===== src/sv/abl_pkg.sv =====
// Shared types and codes for the bit link framer.
package abl_pkg;

    localparam logic OP_RX_EVENT = 1'b0;
    localparam logic OP_TX_REQ   = 1'b1;

    localparam logic [1:0] EV_ZERO    = 2'd0;
    localparam logic [1:0] EV_ONE     = 2'd1;
    localparam logic [1:0] EV_CARRIER = 2'd2;
    localparam logic [1:0] EV_OTHER   = 2'd3;

    localparam logic [1:0] PH_IDLE    = 2'd0;
    localparam logic [1:0] PH_CARRIER = 2'd1;
    localparam logic [1:0] PH_ACTIVE  = 2'd2;

    localparam int DATA_BITS  = 8;
    localparam int RX_HOLD    = DATA_BITS + 1;
    localparam int TX_QUEUED  = DATA_BITS + 1;
    localparam int CNT_W      = 4;

    localparam logic [CNT_W-1:0] RX_FULL   = CNT_W'(RX_HOLD);
    localparam logic [CNT_W-1:0] TX_FILL   = CNT_W'(TX_QUEUED);

    typedef struct packed {
        logic       opcode;
        logic [1:0] rx_event;
        logic       host_byte_valid;
        logic [7:0] host_byte;
        logic       host_closed;
    } t_in_item;

    typedef struct packed {
        logic       line_bit;
        logic       rx_byte_valid;
        logic [7:0] rx_byte;
        logic       host_byte_taken;
        logic       send_header;
        logic       hang_up;
    } t_out_item;

endpackage


===== src/sv/abl_if.sv =====
// Valid/ready channel interfaces for line events in and results out.
interface abl_in_if;
    logic       valid;
    logic       ready;
    logic       opcode;
    logic [1:0] rx_event;
    logic       host_byte_valid;
    logic [7:0] host_byte;
    logic       host_closed;

    modport source (output valid, output opcode, output rx_event, output host_byte_valid,
                    output host_byte, output host_closed, input ready);
    modport sink   (input valid, input opcode, input rx_event, input host_byte_valid,
                    input host_byte, input host_closed, output ready);
endinterface

interface abl_out_if;
    logic       valid;
    logic       ready;
    logic       line_bit;
    logic       rx_byte_valid;
    logic [7:0] rx_byte;
    logic       host_byte_taken;
    logic       send_header;
    logic       hang_up;

    modport source (output valid, output line_bit, output rx_byte_valid, output rx_byte,
                    output host_byte_taken, output send_header, output hang_up,
                    input ready);
    modport sink   (input valid, input line_bit, input rx_byte_valid, input rx_byte,
                    input host_byte_taken, input send_header, input hang_up,
                    output ready);
endinterface


===== src/sv/async_bit_link_framer_core.sv =====
// Top level: 8N1 bit link framer and deframer with registered input and result.
//
// Channels: i_in carries one item per transfer, either a demodulator line event
// (opcode 0) or a request for the next transmit bit (opcode 1) together with the
// host byte offer and close flag. o_out returns exactly one result per item:
// the line bit, a received byte strobe, the host byte consumed flag and the
// header and hang-up pulses.
// Path: an item is held in an input register, then its result is computed
// and written to the output register, which offers it on o_out.
// Throughput: one item per cycle unless o_out stalls; the link state, the
// 9-bit receive window and the 9-bit transmit queue update in the same cycle
// the result is computed.
// Reset: link returns to no carrier, the null byte is owed again and both
// queues are emptied; no results are pending.
// Stall: while o_out.ready is low the result holds, one more item waits in the
// input register, and i_in.ready drops only once both registers are full.
module async_bit_link_framer_core (
    input  logic      i_clk,
    input  logic      i_rst_n,
    abl_in_if.sink    i_in,
    abl_out_if.source o_out
);
    import abl_pkg::*;

    t_in_item  r_in;
    logic      r_in_vld;
    t_out_item r_out;
    logic      r_out_vld;
    t_out_item result;
    logic      advance;
    logic      in_xfer;

    assign advance    = r_in_vld && (!r_out_vld || o_out.ready);
    assign i_in.ready = !r_in_vld || advance;
    assign in_xfer    = i_in.valid && i_in.ready;

    abl_core u_core (
        .i_clk    (i_clk),
        .i_rst_n  (i_rst_n),
        .i_fire   (advance),
        .i_item   (r_in),
        .o_result (result)
    );

    always_ff @(posedge i_clk) begin
        if (!i_rst_n) begin
            r_in_vld  <= 1'b0;
            r_out_vld <= 1'b0;
        end else begin
            if (in_xfer) begin
                r_in_vld <= 1'b1;
            end else if (advance) begin
                r_in_vld <= 1'b0;
            end
            if (advance) begin
                r_out_vld <= 1'b1;
            end else if (o_out.ready) begin
                r_out_vld <= 1'b0;
            end
        end
    end

    always_ff @(posedge i_clk) begin
        if (in_xfer) begin
            r_in.opcode          <= i_in.opcode;
            r_in.rx_event        <= i_in.rx_event;
            r_in.host_byte_valid <= i_in.host_byte_valid;
            r_in.host_byte       <= i_in.host_byte;
            r_in.host_closed     <= i_in.host_closed;
        end
        if (advance) begin
            r_out <= result;
        end
    end

    assign o_out.valid           = r_out_vld;
    assign o_out.line_bit        = r_out.line_bit;
    assign o_out.rx_byte_valid   = r_out.rx_byte_valid;
    assign o_out.rx_byte         = r_out.rx_byte;
    assign o_out.host_byte_taken = r_out.host_byte_taken;
    assign o_out.send_header     = r_out.send_header;
    assign o_out.hang_up         = r_out.hang_up;

endmodule


===== src/sv/abl_core.sv =====
// Link state, receive deframing window and transmit bit queue.
module abl_core (
    input  logic              i_clk,
    input  logic              i_rst_n,
    input  logic              i_fire,
    input  abl_pkg::t_in_item i_item,
    output abl_pkg::t_out_item o_result
);
    import abl_pkg::*;

    logic [1:0]         r_phase,   n_phase;
    logic               r_null,    n_null;
    logic [RX_HOLD-1:0] r_rx_sh,   n_rx_sh;
    logic [CNT_W-1:0]   r_rx_cnt,  n_rx_cnt;
    logic [TX_QUEUED-1:0] r_tx_sh, n_tx_sh;
    logic [CNT_W-1:0]   r_tx_cnt,  n_tx_cnt;

    logic               active;
    logic [RX_HOLD:0]   window;
    t_out_item          res;

    assign active = (r_phase != PH_IDLE) && (r_phase != PH_CARRIER);
    assign window = {i_item.rx_event[0], r_rx_sh};

    always_comb begin
        n_phase  = r_phase;
        n_null   = r_null;
        n_rx_sh  = r_rx_sh;
        n_rx_cnt = r_rx_cnt;
        n_tx_sh  = r_tx_sh;
        n_tx_cnt = r_tx_cnt;
        res      = '0;
        res.line_bit = 1'b1;
        if (i_item.opcode == OP_RX_EVENT) begin
            if (!active) begin
                if (i_item.rx_event == EV_CARRIER) begin
                    n_phase = PH_CARRIER;
                end else if (i_item.rx_event == EV_ONE && r_phase == PH_CARRIER) begin
                    n_phase = PH_ACTIVE;
                end
            end else if (i_item.rx_event == EV_ZERO || i_item.rx_event == EV_ONE) begin
                n_rx_sh = window[RX_HOLD:1];
                if (r_rx_cnt != RX_FULL) begin
                    n_rx_cnt = r_rx_cnt + 1'b1;
                end else if (!window[0] && window[RX_HOLD]) begin
                    res.rx_byte_valid = 1'b1;
                    res.rx_byte       = window[DATA_BITS:1];
                    n_rx_cnt          = '0;
                end
            end
        end else if (r_tx_cnt != '0) begin
            res.line_bit = r_tx_sh[0];
            n_tx_sh      = {1'b1, r_tx_sh[TX_QUEUED-1:1]};
            n_tx_cnt     = r_tx_cnt - 1'b1;
        end else if (r_null) begin
            if (i_item.host_byte_valid) begin
                n_tx_sh             = {1'b1, i_item.host_byte};
                n_tx_cnt            = TX_FILL;
                res.host_byte_taken = 1'b1;
                res.line_bit        = 1'b0;
            end else if (i_item.host_closed) begin
                res.hang_up = 1'b1;
            end
        end else if (!i_item.host_byte_valid && i_item.host_closed) begin
            res.hang_up = 1'b1;
        end else if (active) begin
            n_tx_sh         = {1'b1, {DATA_BITS{1'b0}}};
            n_tx_cnt        = TX_FILL;
            n_null          = 1'b1;
            res.send_header = 1'b1;
            res.line_bit    = 1'b0;
        end
    end

    assign o_result = res;

    always_ff @(posedge i_clk) begin
        if (!i_rst_n) begin
            r_phase  <= PH_IDLE;
            r_null   <= 1'b0;
            r_rx_cnt <= '0;
            r_tx_cnt <= '0;
        end else if (i_fire) begin
            r_phase  <= n_phase;
            r_null   <= n_null;
            r_rx_cnt <= n_rx_cnt;
            r_tx_cnt <= n_tx_cnt;
        end
    end

    always_ff @(posedge i_clk) begin
        if (i_fire) begin
            r_rx_sh <= n_rx_sh;
            r_tx_sh <= n_tx_sh;
        end
    end

endmodule

===== src/flat_wrapper.sv =====
// flat-port wrapper written by rule: the top's interface ports become plain ports
module async_bit_link_framer_core_flat import abl_pkg::*;
  (i_clk, i_rst_n, i_in_valid, i_in_opcode, i_in_rx_event, i_in_host_byte_valid, i_in_host_byte, i_in_host_closed, i_in_ready, o_out_valid, o_out_line_bit, o_out_rx_byte_valid, o_out_rx_byte, o_out_host_byte_taken, o_out_send_header, o_out_hang_up, o_out_ready);
  abl_in_if i_in_i ();
  abl_out_if o_out_i ();
  input  logic i_clk;
  input  logic i_rst_n;
  input wire logic [$bits(i_in_i.valid)-1:0] i_in_valid;
  input wire logic [$bits(i_in_i.opcode)-1:0] i_in_opcode;
  input wire logic [$bits(i_in_i.rx_event)-1:0] i_in_rx_event;
  input wire logic [$bits(i_in_i.host_byte_valid)-1:0] i_in_host_byte_valid;
  input wire logic [$bits(i_in_i.host_byte)-1:0] i_in_host_byte;
  input wire logic [$bits(i_in_i.host_closed)-1:0] i_in_host_closed;
  output wire logic [$bits(i_in_i.ready)-1:0] i_in_ready;
  output wire logic [$bits(o_out_i.valid)-1:0] o_out_valid;
  output wire logic [$bits(o_out_i.line_bit)-1:0] o_out_line_bit;
  output wire logic [$bits(o_out_i.rx_byte_valid)-1:0] o_out_rx_byte_valid;
  output wire logic [$bits(o_out_i.rx_byte)-1:0] o_out_rx_byte;
  output wire logic [$bits(o_out_i.host_byte_taken)-1:0] o_out_host_byte_taken;
  output wire logic [$bits(o_out_i.send_header)-1:0] o_out_send_header;
  output wire logic [$bits(o_out_i.hang_up)-1:0] o_out_hang_up;
  input wire logic [$bits(o_out_i.ready)-1:0] o_out_ready;
  assign i_in_i.valid = i_in_valid;
  assign i_in_i.opcode = i_in_opcode;
  assign i_in_i.rx_event = i_in_rx_event;
  assign i_in_i.host_byte_valid = i_in_host_byte_valid;
  assign i_in_i.host_byte = i_in_host_byte;
  assign i_in_i.host_closed = i_in_host_closed;
  assign i_in_ready = i_in_i.ready;
  assign o_out_valid = o_out_i.valid;
  assign o_out_line_bit = o_out_i.line_bit;
  assign o_out_rx_byte_valid = o_out_i.rx_byte_valid;
  assign o_out_rx_byte = o_out_i.rx_byte;
  assign o_out_host_byte_taken = o_out_i.host_byte_taken;
  assign o_out_send_header = o_out_i.send_header;
  assign o_out_hang_up = o_out_i.hang_up;
  assign o_out_i.ready = o_out_ready;
  async_bit_link_framer_core u_core (.i_clk(i_clk), .i_rst_n(i_rst_n), .i_in(i_in_i), .o_out(o_out_i));
endmodule

===== config.mk =====
export PLATFORM = sky130hd
export DESIGN_NAME = async_bit_link_framer_core_flat
export DESIGN_NICKNAME = d
export VERILOG_FILES = /design/src/sv/abl_pkg.sv /design/src/sv/abl_if.sv /design/src/sv/async_bit_link_framer_core.sv /design/src/sv/abl_core.sv /design/src/flat_wrapper.sv
export SDC_FILE = /design/constraint.sdc
export NUM_CORES = 1
export LEC_CHECK = 0
export ABC_AREA = 0
export BUFFER_PORTS_ARGS = -buffer_cell sky130_fd_sc_hd__buf_4
export CORE_UTILIZATION = 50
export DETAILED_ROUTE_END_ITERATION = 6
export GPL_ROUTABILITY_DRIVEN = 0
export GPL_TIMING_DRIVEN = 0
export HOLD_SLACK_MARGIN = 0.03
export MAX_ROUTING_LAYER = met4
export PLACE_DENSITY = 0.71
export SYNTH_ARGS = -nofsm -noshare
export SYNTH_HDL_FRONTEND = slang
export SYNTH_HIERARCHICAL = 1
export SYNTH_SLANG_ARGS = --single-unit

===== constraint.sdc =====
create_clock -name i_clk -period 3.5 [get_ports i_clk]
set_clock_uncertainty 0.2 [all_clocks]
set_input_delay 0.35 -clock i_clk [delete_from_list [all_inputs] [get_ports i_clk]]
set_output_delay 0.35 -clock i_clk [all_outputs]
set_load 0.1 [all_outputs]

Word level (Yosys, flattened, before mapping)
Cells that the tools add are included.
{"block": "classes", "addsub": 2, "n_eq_ne": 7, "mux": 32, "bitwise_logic": 6, "reduce_logical": 31}
{"cell": "two-way mux 9 bit", "count": 5}
{"cell": "two-way mux 4 bit", "count": 7}
{"cell": "two-way mux 1 bit", "count": 17}
{"cell": "AND reduction 5 bit", "count": 2}
{"cell": "nonzero test 2 bit", "count": 5}
{"cell": "two-way mux 8 bit", "count": 1}
{"cell": "AND reduction 4 bit", "count": 2}
{"cell": "logical AND 1 bit", "count": 6}
{"cell": "inverter 1 bit", "count": 6}
{"cell": "OR reduction 3 bit", "count": 2}
{"cell": "OR reduction 5 bit", "count": 1}
{"cell": "adder 4 x 1 -> 4 bit (second input constant)", "count": 1}
{"cell": "equality test 2 x 1 -> 1 bit (second input constant)", "count": 2}
{"cell": "zero test 1 bit", "count": 4}
{"cell": "two-way mux 2 bit", "count": 2}
{"cell": "!= test 4 bit (second input constant)", "count": 1}
{"cell": "nonzero test 4 bit", "count": 1}
{"cell": "OR reduction 4 bit", "count": 1}
{"cell": "subtractor 4 x 1 -> 4 bit (second input constant)", "count": 1}
{"cell": "logical OR 1 bit", "count": 3}
{"cell": "!= test 3 x 1 -> 1 bit (second input constant)", "count": 1}
{"cell": "!= test 3 bit (second input constant)", "count": 1}
{"cell": "AND reduction 3 bit", "count": 1}
{"cell": "nonzero test 3 bit", "count": 1}
{"cell": "other kinds (4)", "count": 4}
{"block": "word_totals", "register_bits": 57, "word_cells": 98}

Depth between registers and ports, before layout
Gate-level depths: netlist of the first run.
{"block": "depth", "ltp_word": 6, "mapped_depth": 6, "ltp_nobuf": 5}

Cells and area by module
Netlist of the first run, hierarchy kept.
{"module": "abl_core", "instances": 1, "cells_per_inst": 130, "area_each_um2": 1352.5}
{"module": "async_bit_link_framer_core", "instances": 1, "cells_per_inst": 35, "area_each_um2": 884.6}

Least setup slack after synthesis of the first run
OpenSTA, ideal clock, no wires.
{"block": "synth_path", "path_type": "reg-to-reg", "from": "reg u_core.r_out_vld (netlist: u_core/o_out.valid)", "to": "reg u_core.u_core.r_rx_cnt[3]", "arrival_ps": 2724, "required_ps": 3182, "path_slack_ps": 458, "stages_incl_launch_ff": 7, "path_buffers": 1, "cell_sequence": "dfxtp_1 nor2b_4 nor2b_1 nor4bb_1 buf_2 a41oi_1 o2111a_1"}
{"block": "synth_between", "elab_chain_len": 4}
{"element": "start, declared", "line_no": "async_bit_link_framer_core.sv:28", "source": "logic r_out_vld;"}
{"element": "start signal, assigned", "line_no": "async_bit_link_framer_core.sv:48", "source": "r_out_vld <= 1'b0;"}
{"element": "start signal, assigned", "line_no": "async_bit_link_framer_core.sv:56", "source": "r_out_vld <= 1'b1;"}
{"element": "start signal, assigned", "line_no": "async_bit_link_framer_core.sv:58", "source": "r_out_vld <= 1'b0;"}
{"element": "zero test 1 bit", "line_no": "async_bit_link_framer_core.sv:33", "source": "assign advance = r_in_vld && (!r_out_vld || o_out.ready);"}
{"element": "logical OR 1 bit", "line_no": "async_bit_link_framer_core.sv:33"}
{"element": "logical AND 1 bit", "line_no": "async_bit_link_framer_core.sv:33"}
{"element": "via u_core.advance", "line_no": "async_bit_link_framer_core.sv:30", "source": "logic advance;"}
{"element": "AND reduction 5 bit (no line)"}
{"element": "end signal, assigned", "line_no": "abl_core.sv:86", "source": "r_rx_cnt <= n_rx_cnt;"}
{"element": "end, declared", "line_no": "abl_core.sv:14", "source": "logic [CNT_W-1:0] r_rx_cnt, n_rx_cnt;"}
The timed path passes the listed nets, and every way through them passes these cells.
A chain may end at the register's enable or synchronous reset.

Final worst setup path of the first run
Same ends and word-level chain as after synthesis.

==> flow_summary.json, run 1 <==
{
  "synth_warnings": 6,
  "fin_hold_ws_ns": 0.1035,
  "cts_tree": "built",
  "final_hold_viol_count": 0,
  "antenna_found_initial": 0,
  "syn_inst": 165,
  "power.density_nw_per_um2": 442.4,
  "tightest_slew_ns": 1.173,
  "viasPerCell": 5.498,
  "cts.sinks": 56,
  "yosys.area_share.simple_pct": 19.91,
  "numCtsBuffers": 5,
  "synth.top_cell.area_share_pct": 57.72,
  "firstDrtPassIters": 4,
  "cp_max_fo": 19,
  "root_buffer": "clkbuf_8",
  "synth_nets": 182,
  "synth_area_leaders": "edfxtp_1 58%, dfxtp_1 12%, nand2_1 4.0%, and2_1 2.2%, nand3_1 2.2%",
  "avgSynthCellArea_sq_um": 13.56,
  "outcome": "finished, final reports clean",
  "cap_violations": 0,
  "criticalPathCategory": "reg2reg",
  "crit_required_ns": 3.50,
  "synth_flop_cell": "edfxtp_1",
  "max_slew_margin_pct": 21.80,
  "nets": 233,
  "setup_viol": 0,
  "antenna_left": 0,
  "clk_pin_slew_ns": 0.09,
  "wl_per_cell_um": 15.16,
  "synth_xor_area_share_pct": 0,
  "die_y_um": 68.89,
  "grt_overflow": 0,
  "yosys.area_share.adder_pct": 0,
  "grt_pass1_vias": 1435,
  "vdd_drop_max_mv": 0.2857,
  "synth-seq-cells": 56,
  "synth_cell_type_count": 44,
  "ios": 32,
  "tns_ns": 0,
  "synth-edff-count": 43,
  "ctsLongestPathBuffers": 2,
  "place.detailed.hpwl_um": 2815,
  "p_leak_uw": 0.001052,
  "fin_crit_ns": 2.611,
  "route.vias.total": 1468,
  "final_max_slew_viol_count": 0,
  "numPortBuffers": 31,
  "post_cts_buffers": 0,
  "fmax_mhz": 383.0,
  "rsz0062_at_grt": "false",
  "clk_latency_ns": 0.30,
  "muxShareOfSynthArea_pct": 0.4474,
  "crit_arrival_ns": 2.61,
  "fp.dieW_um": 68.89,
  "synth_compound_area_share_pct": 7.718,
  "drtIter0Drc": 115,
  "synth_top_cell_by_area": "edfxtp_1",
  "initial_utilization_pct": 53.99,
  "track_usage_pct": 20.79,
  "layout-drive-gt1-share_pct": 23.96,
  "syn_to_final_growth_pct": 23.60,
  "dieArea_sq_um": 4746,
  "syn_area_sq_um": 2237,
  "grt_max_degree": 20,
  "ys_seq_area_share_pct": 69.35,
  "synthArstFlopShare_pct": 0,
  "rows": 23,
  "core_sq_um": 4144,
  "min_period_over_period_pct": 74.60,
  "synthTopCellsByCount": "43 x edfxtp_1, 24 x nand2_1, 13 x dfxtp_1",
  "final_cell_area_sq_um": 2765,
  "hold_class": "in2reg",
  "place_area_sq_um": 2532,
  "synth_top_family_by_area": "simple AND/OR/NAND/NOR gates",
  "drc": 0,
  "grt_pass1_wl_um": 6713,
  "start_kind": "flop",
  "cp-end-kind": "flop",
  "synthMostInstantiatedCell": "edfxtp_1",
  "wl_um": 4049,
  "h-tree-depth": 2,
  "n_antenna_cell": 0
}
==> registers in the layout, indices dropped and copies added (netlist names) <==
register and flops:
u_core/o_out.rx_byte 8, u_core/u_core/r_tx_sh 8, u_core/u_core/r_rx_cnt 4, u_core/o_out.send_header 1, u_core/o_out.host_byte_taken 1, u_core/o_out.valid 1
u_core/u_core/r_phase 2, u_core/u_core/r_rx_sh 9, u_core/r_in 13, u_core/o_out.line_bit 1, u_core/o_out.hang_up 1, u_core/r_in_vld 1
u_core/u_core/r_null 1, u_core/u_core/r_tx_cnt 4, u_core/o_out.rx_byte_valid 1
==> worst paths after layout <==
| check | startpoint | end | slack [ns] | cells after the start |
|---|---|---|---|---|
| setup / recovery | u_core/o_out.valid | u_core/u_core/r_rx_cnt[3] | 0.89 | 6 |
| hold / removal | i_in_valid | u_core/r_in_vld | 0.10 | 3 |
| setup reg to reg | u_core/o_out.valid | u_core/u_core/r_rx_cnt[3] | 0.89 | 6 |
| hold reg to reg | u_core/u_core/r_rx_sh[5] | u_core/u_core/r_rx_sh[4] | 0.25 | 0 |
==> area by class of cell <==
type / instances / area (sq um)
fillers: 323 / 1379
inverters: 7 / 26.28
plain buffers: 5 / 31.28
well taps: 50 / 62.56
flip-flops and latches: 56 / 1551
clock buffers: 8 / 100.1
multi-input cells: 97 / 630.6
repair buffers: 44 / 362.8
==> layer usage <==
layer,vias up,part of all wire (%),GRT usage (%)
met5,-,0,-
li1,710,-,-
met4,0,1.9,10.97
met1,705,42,25.24
met2,45,52,32.89
met3,8,4.6,3.947
==> cell families (layout without fill, tap and decap cells) <==
family / after synthesis / after routing
and+or+nand+nor: 73 / 73
DFF: 56 / 56
AOI/OAI and AO/OA: 23 / 23
buffers and inverters: 12 / 64
muxes: 1 / 1
==> critical path: stages, from the launching register on <==
cell and delay [ns]:
dfxtp_1 0.36, nor2b_4 0.15, nor2b_2 0.66, nor4bb_1 0.35, buf_2 0.36, a41oi_1 0.16, o2111a_1 0.26
==> cells in the final DEF, fill, tap and decap left out, types with 2 or more instances in the layout <==
cell type / netlist / final
dfxtp_1: 13 / 13
o41ai_1: 2 / 2
nand3b_1: 2 / 2
nand3_1: 10 / 10
nor2_1: 6 / 6
nor4bb_1: 2 / 2
nand2b_1: 3 / 3
nand4b_1: 2 / 2
inv_1: 7 / 7
nand2_1: 24 / 24
o21bai_1: 2 / 2
dlygate4sd3_1: 0 / 13
o21ai_0: 3 / 3
edfxtp_1: 43 / 43
buf_4: 1 / 32
and2_1: 8 / 8
clkbuf_1: 2 / 3
nor4_4: 2 / 2
a21oi_1: 6 / 6
clkbuf_8: 0 / 7
==> report_power, final <==
group | switching (uW) | leakage [uW] | total, uW | internal, uW
clock | 189 | 0.0000515 | 370 | 181
sequential | 8.11 | 0.000501 | 737 | 729
combinational | 79.1 | 0.000499 | 116 | 37.4
==> through the flow <==
stage / setup slack [ns] / power (uW) / std cells / utilization (%)
2_1_floorplan: 0.4584 / 823.2 / 165 / -
3_3_place_gp: 0.4859 / 854.7 / 246 / 61.11
3_5_place_dp: 0.3117 / 858.4 / 246 / 61.11
4_1_cts: 0.3408 / 1234 / 267 / 66.67
5_1_grt: 0.6686 / 1269 / 267 / 66.73
6_report: 0.8889 / 1223 / 267 / 66.73
==> repair_timing <==
item	CTS	global route
setup endpoints to repair	0	0
gates resized for setup	0	0
hold buffers	13	0
hold endpoints to repair	13	0
(Power assumes the default switching activity.)
==> inputs of run 2 (changes only) <==
--- a/config.mk
+++ b/config.mk
@@ -5,7 +5,7 @@
 export SDC_FILE = /design/constraint.sdc
 export NUM_CORES = 1
 export LEC_CHECK = 0
-export ABC_AREA = 0
+export ABC_AREA = 1
 export BUFFER_PORTS_ARGS = -buffer_cell sky130_fd_sc_hd__buf_4
 export CORE_UTILIZATION = 50
 export DETAILED_ROUTE_END_ITERATION = 6
@@ -13,7 +13,7 @@
 export GPL_TIMING_DRIVEN = 0
 export HOLD_SLACK_MARGIN = 0.03
 export MAX_ROUTING_LAYER = met4
-export PLACE_DENSITY = 0.71
+export PLACE_DENSITY = 0.74
 export SYNTH_ARGS = -nofsm -noshare
 export SYNTH_HDL_FRONTEND = slang
 export SYNTH_HIERARCHICAL = 1
==> constraint.sdc (replaced) <==
create_clock -name i_clk -period 2.3 [get_ports i_clk]
set_clock_uncertainty 0.2 [all_clocks]
set_input_delay 0.23 -clock i_clk [delete_from_list [all_inputs] [get_ports i_clk]]
set_output_delay 0.23 -clock i_clk [all_outputs]
set_load 0.1 [all_outputs]
==> run 2 against run 1 <==
Clock power is 36% higher. Worst setup slack worse by 0.68 ns. Count of clock-buffer cells in the layout is 2 lower. Maximum frequency is 25% higher. Wire length is 5.0% lower. Largest power group unchanged.
==> flow_summary.json, run 2 <==
{
  "outcome": "finished, final reports clean",
  "synthTopCellsByCount": "43 x edfxtp_1, 42 x nand2_1, 33 x inv_1",
  "setup_viol": 0,
  "cts.sinks": 56,
  "track_usage_pct": 18.86,
  "grt_max_degree": 17,
  "grt_pass1_wl_um": 6113,
  "timing.rr.start": "u_core/r_in_vld",
  "synthMostInstantiatedCell": "edfxtp_1",
  "cpMaxStageDelayCell": "a21oi_4",
  "antenna_left": 0,
  "nFillCells": 325,
  "viasPerCell": 4.932,
  "hold_class": "in2reg",
  "start_kind": "flop",
  "h-tree-depth": 2,
  "fmax_mhz": 477.3,
  "drtIter0Drc": 91,
  "multi_input_area_sq_um": 555.5,
  "syn_to_final_growth_pct": 25.37,
  "final_max_slew_viol_count": 0,
  "setup_ws_ns": 0.2047,
  "place.detailed.hpwl_um": 2482,
  "clk_pin_slew_ns": 0.09,
  "critical_path.startpoint": "u_core/r_in_vld",
  "rsz0062_at_grt": "false",
  "synth_flop_cell": "edfxtp_1",
  "fin_crit_ns": 2.095,
  "die_y_um": 68.70,
  "wl_per_cell_um": 12.41,
  "fp.dieW_um": 68.70,
  "ctsLongestPathBuffers": 2,
  "wl_um": 3846,
  "core_sq_um": 4144,
  "min-delay-start": "o_out_ready",
  "dieArea_sq_um": 4720,
  "p_leak_uw": 0.001125,
  "grt_pass1_vias": 1413,
  "synth-seq-cells": 56,
  "synth.top_cell.area_share_pct": 58.04,
  "route.vias.total": 1529,
  "largest_register_ffs": 13,
  "synth_area_leaders": "edfxtp_1 58%, dfxtp_1 12%, nand2_1 7.1%, inv_1 5.6%, a21oi_1 3.1%",
  "layout-drive-gt1-share_pct": 20.38,
  "p_total_uw": 1774,
  "antenna_found_initial": 0,
  "syn_inst": 205,
  "crit_family": "simple AND/OR/NAND/NOR gates",
  "min_period_over_period_pct": 91.10,
  "tightest_slew_ns": 0.5130,
  "rows": 23,
  "root_buffer": "clkbuf_8",
  "crit_arrival_ns": 2.10,
  "critPathMaxStageDelay_ns": 0.42,
  "synth_cell_type_count": 20,
  "crit_required_ns": 2.30,
  "clk_latency_ns": 0.30,
  "synthArstFlopShare_pct": 0,
  "power.density_nw_per_um2": 636.2,
  "n_antenna_cell": 0,
  "cts_tree": "built",
  "path_cells": "inv_1, a21oi_4, inv_1, nor2_4, nand2_1, o21ai_1, nor2_1",
  "critPathBufInv": 2,
  "nets": 276,
  "numPortBuffers": 31,
  "fin_hold_ws_ns": 0.07629,
  "ios": 32,
  "top_register": "u_core/r_in",
  "synth-edff-count": 43,
  "ff_latch_area_sq_um": 1553,
  "criticalPathCategory": "reg2reg",
  "ys_seq_area_share_pct": 69.74,
  "final_hold_viol_count": 0,
  "max_slew_margin_pct": 65.73,
  "dp_slack_ns": -0.02453,
  "synth_top_cell_by_area": "edfxtp_1",
  "drc": 0,
  "reg.largest.list": "u_core/r_in (13), u_core/u_core/r_rx_sh (9)",
  "path_common_cell": "inv_1",
  "synth_nets": 222,
  "numCtsBuffers": 5,
  "firstDrtPassIters": 4,
  "vdd_drop_max_mv": 0.4404,
  "cp-end-kind": "flop",
  "avgSynthCellArea_sq_um": 10.85,
  "cap_violations": 0,
  "cp_max_fo": 15,
  "syn_area_sq_um": 2225,
  "layout_common_cells": "43 x edfxtp_1, 42 x nand2_1, 33 x inv_1",
  "synth_warnings": 6,
  "grt_overflow": 0,
  "initial_utilization_pct": 53.68,
  "final_common_cell": "edfxtp_1"
}
-- run 2: changes by cell type in the layout (fill, tap and decap cells not counted), sizes merged, moves of 4 or more --
cell / delta
a21oi: +8
and2: -8
clkbuf: -4
inv: +28
nand2: +21
nor2: +17
o21ai: +9
-- run 2: final cells by class --
type / instances / share of cell area (%)
inverters: 35 / 4.711
clock buffers: 6 / 2.602
repair buffers: 47 / 14.09
well taps: 50 / 2.243
flip-flops and latches: 56 / 55.68
plain buffers: 2 / 0.3589
multi-input cells: 112 / 19.92
clock inverters: 2 / 0.4038
-- run 2: worst paths after layout --
check                               to  slack (ns)  cells after the start
max          u_core/u_core/r_rx_cnt[3]        0.20                      7
min                 u_core/o_out.valid        0.08                      4
max reg2reg  u_core/u_core/r_rx_cnt[3]        0.20                      7
min reg2reg   u_core/u_core/r_rx_sh[5]        0.26                      0
-- run 2: tightest hold or removal path, cell delays in order --
cell	delay, ns
buf_4	0.08
inv_1	0.09
nand2_1	0.09
a21oi_1	0.06
-- run 2: metrics by stage --
stage,instance area [sq um],TNS (ns),instances,util (%)
2_1_floorplan,2245,0,205,-
3_3_place_gp,2540,0,286,61.29
3_5_place_dp,2540,-0.02453,286,61.29
4_1_cts,2789,0,310,67.30
5_1_grt,2789,0,310,67.30
6_report,2789,0,310,67.30
-- run 2: cell families (layout without fill, tap and decap cells) --
logic type | Yosys count | count (layout) | synth area share [%]
buffers and inverters | 37 | 92 | 6.356
and+or+nand+nor | 84 | 84 | 17.38
DFF | 56 | 56 | 69.74
AOI/OAI and AO/OA | 28 | 28 | 6.524
-- run 2: per-layer routing --
layer  up-vias  wire, um  GRT usage [%]
li1        781         -              -
met1       698      1658          22.39
met2        44      1958          31.37
met3         6       169          2.961
met4         0        60          9.184
met5         -         0              -
-- run 2: where the power goes --
group          internal (uW)  leakage [uW]  switching (uW)
Combinational           52.0      0.000576             102
Sequential              1110      0.000511            10.6
Clock                    212     0.0000388             291
-- run 2: timing repair --
item / in CTS / in global routing
hold buffers: 16 / 0
endpoints found under the setup margin: 1 / 0
setup buffers: 0 / 0
endpoints found under the hold margin: 18 / 0
gates resized for setup: 1 / 0
==> inputs of run 3 (changes only) <==
--- a/config.mk
+++ b/config.mk
@@ -8,6 +8,7 @@
 export ABC_AREA = 1
 export BUFFER_PORTS_ARGS = -buffer_cell sky130_fd_sc_hd__buf_4
 export CORE_UTILIZATION = 50
+export CTS_BUF_LIST = sky130_fd_sc_hd__clkbuf_2
 export DETAILED_ROUTE_END_ITERATION = 6
 export GPL_ROUTABILITY_DRIVEN = 0
 export GPL_TIMING_DRIVEN = 0
==> run 3 against run 2 <==
Sequential cell count unchanged. Non-clock buffer count increased by 1. Clock power decreased by 28%. Utilization decreased by 0.79 points. Critical path depth increased by 2. Critical path type is now in2reg. Power decreased by 7.7%. Sequential power about the same.
==> flow_summary.json, run 3 (synthesized netlist as in run 2, its figures left out) <==
{
  "cts.sinks": 56,
  "path_common_cell": "inv_1",
  "place.detailed.hpwl_um": 2482,
  "tightest_slew_ns": 0.5122,
  "viasPerCell": 4.920,
  "cts_tree": "built",
  "numCtsBuffers": 5,
  "final_hold_viol_count": 0,
  "critical_path.startpoint": "o_out_ready",
  "reg.largest.list": "u_core/r_in (13), u_core/u_core/r_rx_sh (9)",
  "syn_to_final_growth_pct": 23.90,
  "hold_path_end": "u_core/u_core/r_rx_sh[7]",
  "criticalPathCategory": "in2reg",
  "cap_violations": 0,
  "fp.dieW_um": 68.70,
  "crit_required_ns": 2.45,
  "track_usage_pct": 18.79,
  "antenna_found_initial": 0,
  "grt_max_degree": 17,
  "hold_class": "reg2reg",
  "crit_family": "buffers and inverters",
  "clkPwrFrac_pct": 22.2,
  "grt_pass1_vias": 1376,
  "final_core_util_pct": 66.52,
  "largest_register_ffs": 13,
  "critPathMaxStageDelay_ns": 0.52,
  "final_common_cell": "edfxtp_1",
  "clk_pin_slew_ns": 0.26,
  "ios": 32,
  "worstHoldPathCells": 0,
  "reg2reg_slack_ns": 0.19,
  "timing.rr.start": "u_core/r_in_vld",
  "rsz0062_at_grt": "false",
  "dp_slack_ns": -0.02453,
  "setup_ws_ns": 0.1498,
  "r2r_cells": 7,
  "initial_utilization_pct": 53.68,
  "die_y_um": 68.70,
  "clk_latency_ns": 0.43,
  "fin_crit_ns": 2.150,
  "outcome": "finished, final reports clean",
  "nFillCells": 330,
  "power.density_nw_per_um2": 593.9,
  "layout-drive-gt1-share_pct": 20.69,
  "layout_common_cells": "43 x edfxtp_1, 42 x nand2_1, 33 x inv_1",
  "fmax_mhz": 465.1,
  "tns_ns": 0,
  "vdd_drop_max_mv": 0.3944,
  "dieArea_sq_um": 4720,
  "root_buffer": "clkbuf_2",
  "nets": 277,
  "wl_um": 3742,
  "dpl.cell_count": 286,
  "route.vias.total": 1530,
  "path_cells": "dlygate4sd3_1, buf_4, inv_1, a21oi_4, inv_1, nor2_4, nand2_1, o21ai_1, nor2_1",
  "pwr-share-comb_pct": 9.5,
  "r2r-end": "u_core/u_core/r_rx_cnt[3]",
  "cpMaxStageDelayCell": "dlygate4sd3_1",
  "grt_pass1_wl_um": 6072,
  "core_sq_um": 4144,
  "n_antenna_cell": 0,
  "wl_per_cell_um": 12.03,
  "crit_arrival_ns": 2.30,
  "cp_max_fo": 15,
  "rows": 23,
  "ctsLongestPathBuffers": 2,
  "setup_viol": 0,
  "grt_overflow": 0,
  "sw_frac_of_total_pct": 24.42,
  "cp-end-kind": "flop",
  "drc": 0,
  "firstDrtPassIters": 4,
  "seqPwrFrac_pct": 68.4,
  "p_sw_uw": 399.7,
  "p_int_uw": 1237,
  "max_slew_margin_pct": 65.78,
  "critPathBufInv": 4,
  "p_leak_uw": 0.001117,
  "min-delay-start": "u_core/u_core/r_rx_sh[8]",
  "h-tree-depth": 2,
  "final_cells": 311,
  "final_max_slew_viol_count": 0,
  "min_period_over_period_pct": 93.49,
  "drtIter0Drc": 85,
  "antenna_left": 0,
  "numPortBuffers": 31,
  "top_register": "u_core/r_in",
  "post_cts_buffers": 0,
  "start_kind": "primary input"
}
[run 3: layer usage]
layer,GRT usage [%],wire length (um)
met4,7.653,56
met5,-,0
met2,30.27,1825
met3,3.454,187
met1,23.48,1672
[run 3: worst max path at each step]
stage                                endpoint  slack (ns)  cells past startpoint
finish              u_core/u_core/r_rx_cnt[3]        0.15                      9
global route        u_core/u_core/r_rx_cnt[3]        0.03                      7
CTS                 u_core/u_core/r_rx_cnt[3]        0.14                      9
detailed placement  u_core/u_core/r_rx_cnt[3]       -0.02                      7
global placement    u_core/u_core/r_rx_cnt[3]        0.05                      7
floorplan           u_core/u_core/r_rx_cnt[3]        0.19                      6
[run 3: power groups by stage]
stage	sequential (uW)	clock, uW	combinational, uW
after global routing	1120	412	165
after detailed placement	1140	0	131
final	1120	363	155
after floorplan	1200	0	28.5
after CTS	1120	374	155
after global placement	1140	0	130
[run 3: through the flow]
step	hold WS, ns	power [uW]	cell area, sq um
floorplan	0.1289	1228	2245
global placement	0.2084	1269	2540
detailed placement	0.2093	1272	2540
CTS	0.2821	1647	2756
global route	0.2603	1699	2756
finish	0.2834	1637	2756
[run 3: timing repair]
| action | CTS | global route |
|---|---|---|
| hold buffers | 17 | 0 |
| gates resized for setup | 1 | 0 |
| hold endpoints to repair | 26 | 0 |
| endpoints found under the setup margin | 3 | 0 |
[run 3: worst register-to-register path, stage by stage (launching register included)]
cell	delay, ns
dfxtp_1	0.43
inv_1	0.09
a21oi_4	0.42
inv_1	0.19
nor2_4	0.36
nand2_1	0.16
o21ai_1	0.14
nor2_1	0.05
[run 3: area by class of cell]
| type | count | area [sq um] | area share, % |
|---|---|---|---|
| buffer | 2 | 10.01 | 0.3631 |
| clock buffer | 6 | 30.03 | 1.089 |
| clock inverter | 2 | 11.26 | 0.4085 |
| inverter | 35 | 131.4 | 4.766 |
| multi-input combinational | 112 | 555.5 | 20.15 |
| sequential | 56 | 1553 | 56.33 |
| tap | 50 | 62.56 | 2.270 |
| timing repair buffer | 48 | 402.9 | 14.62 |
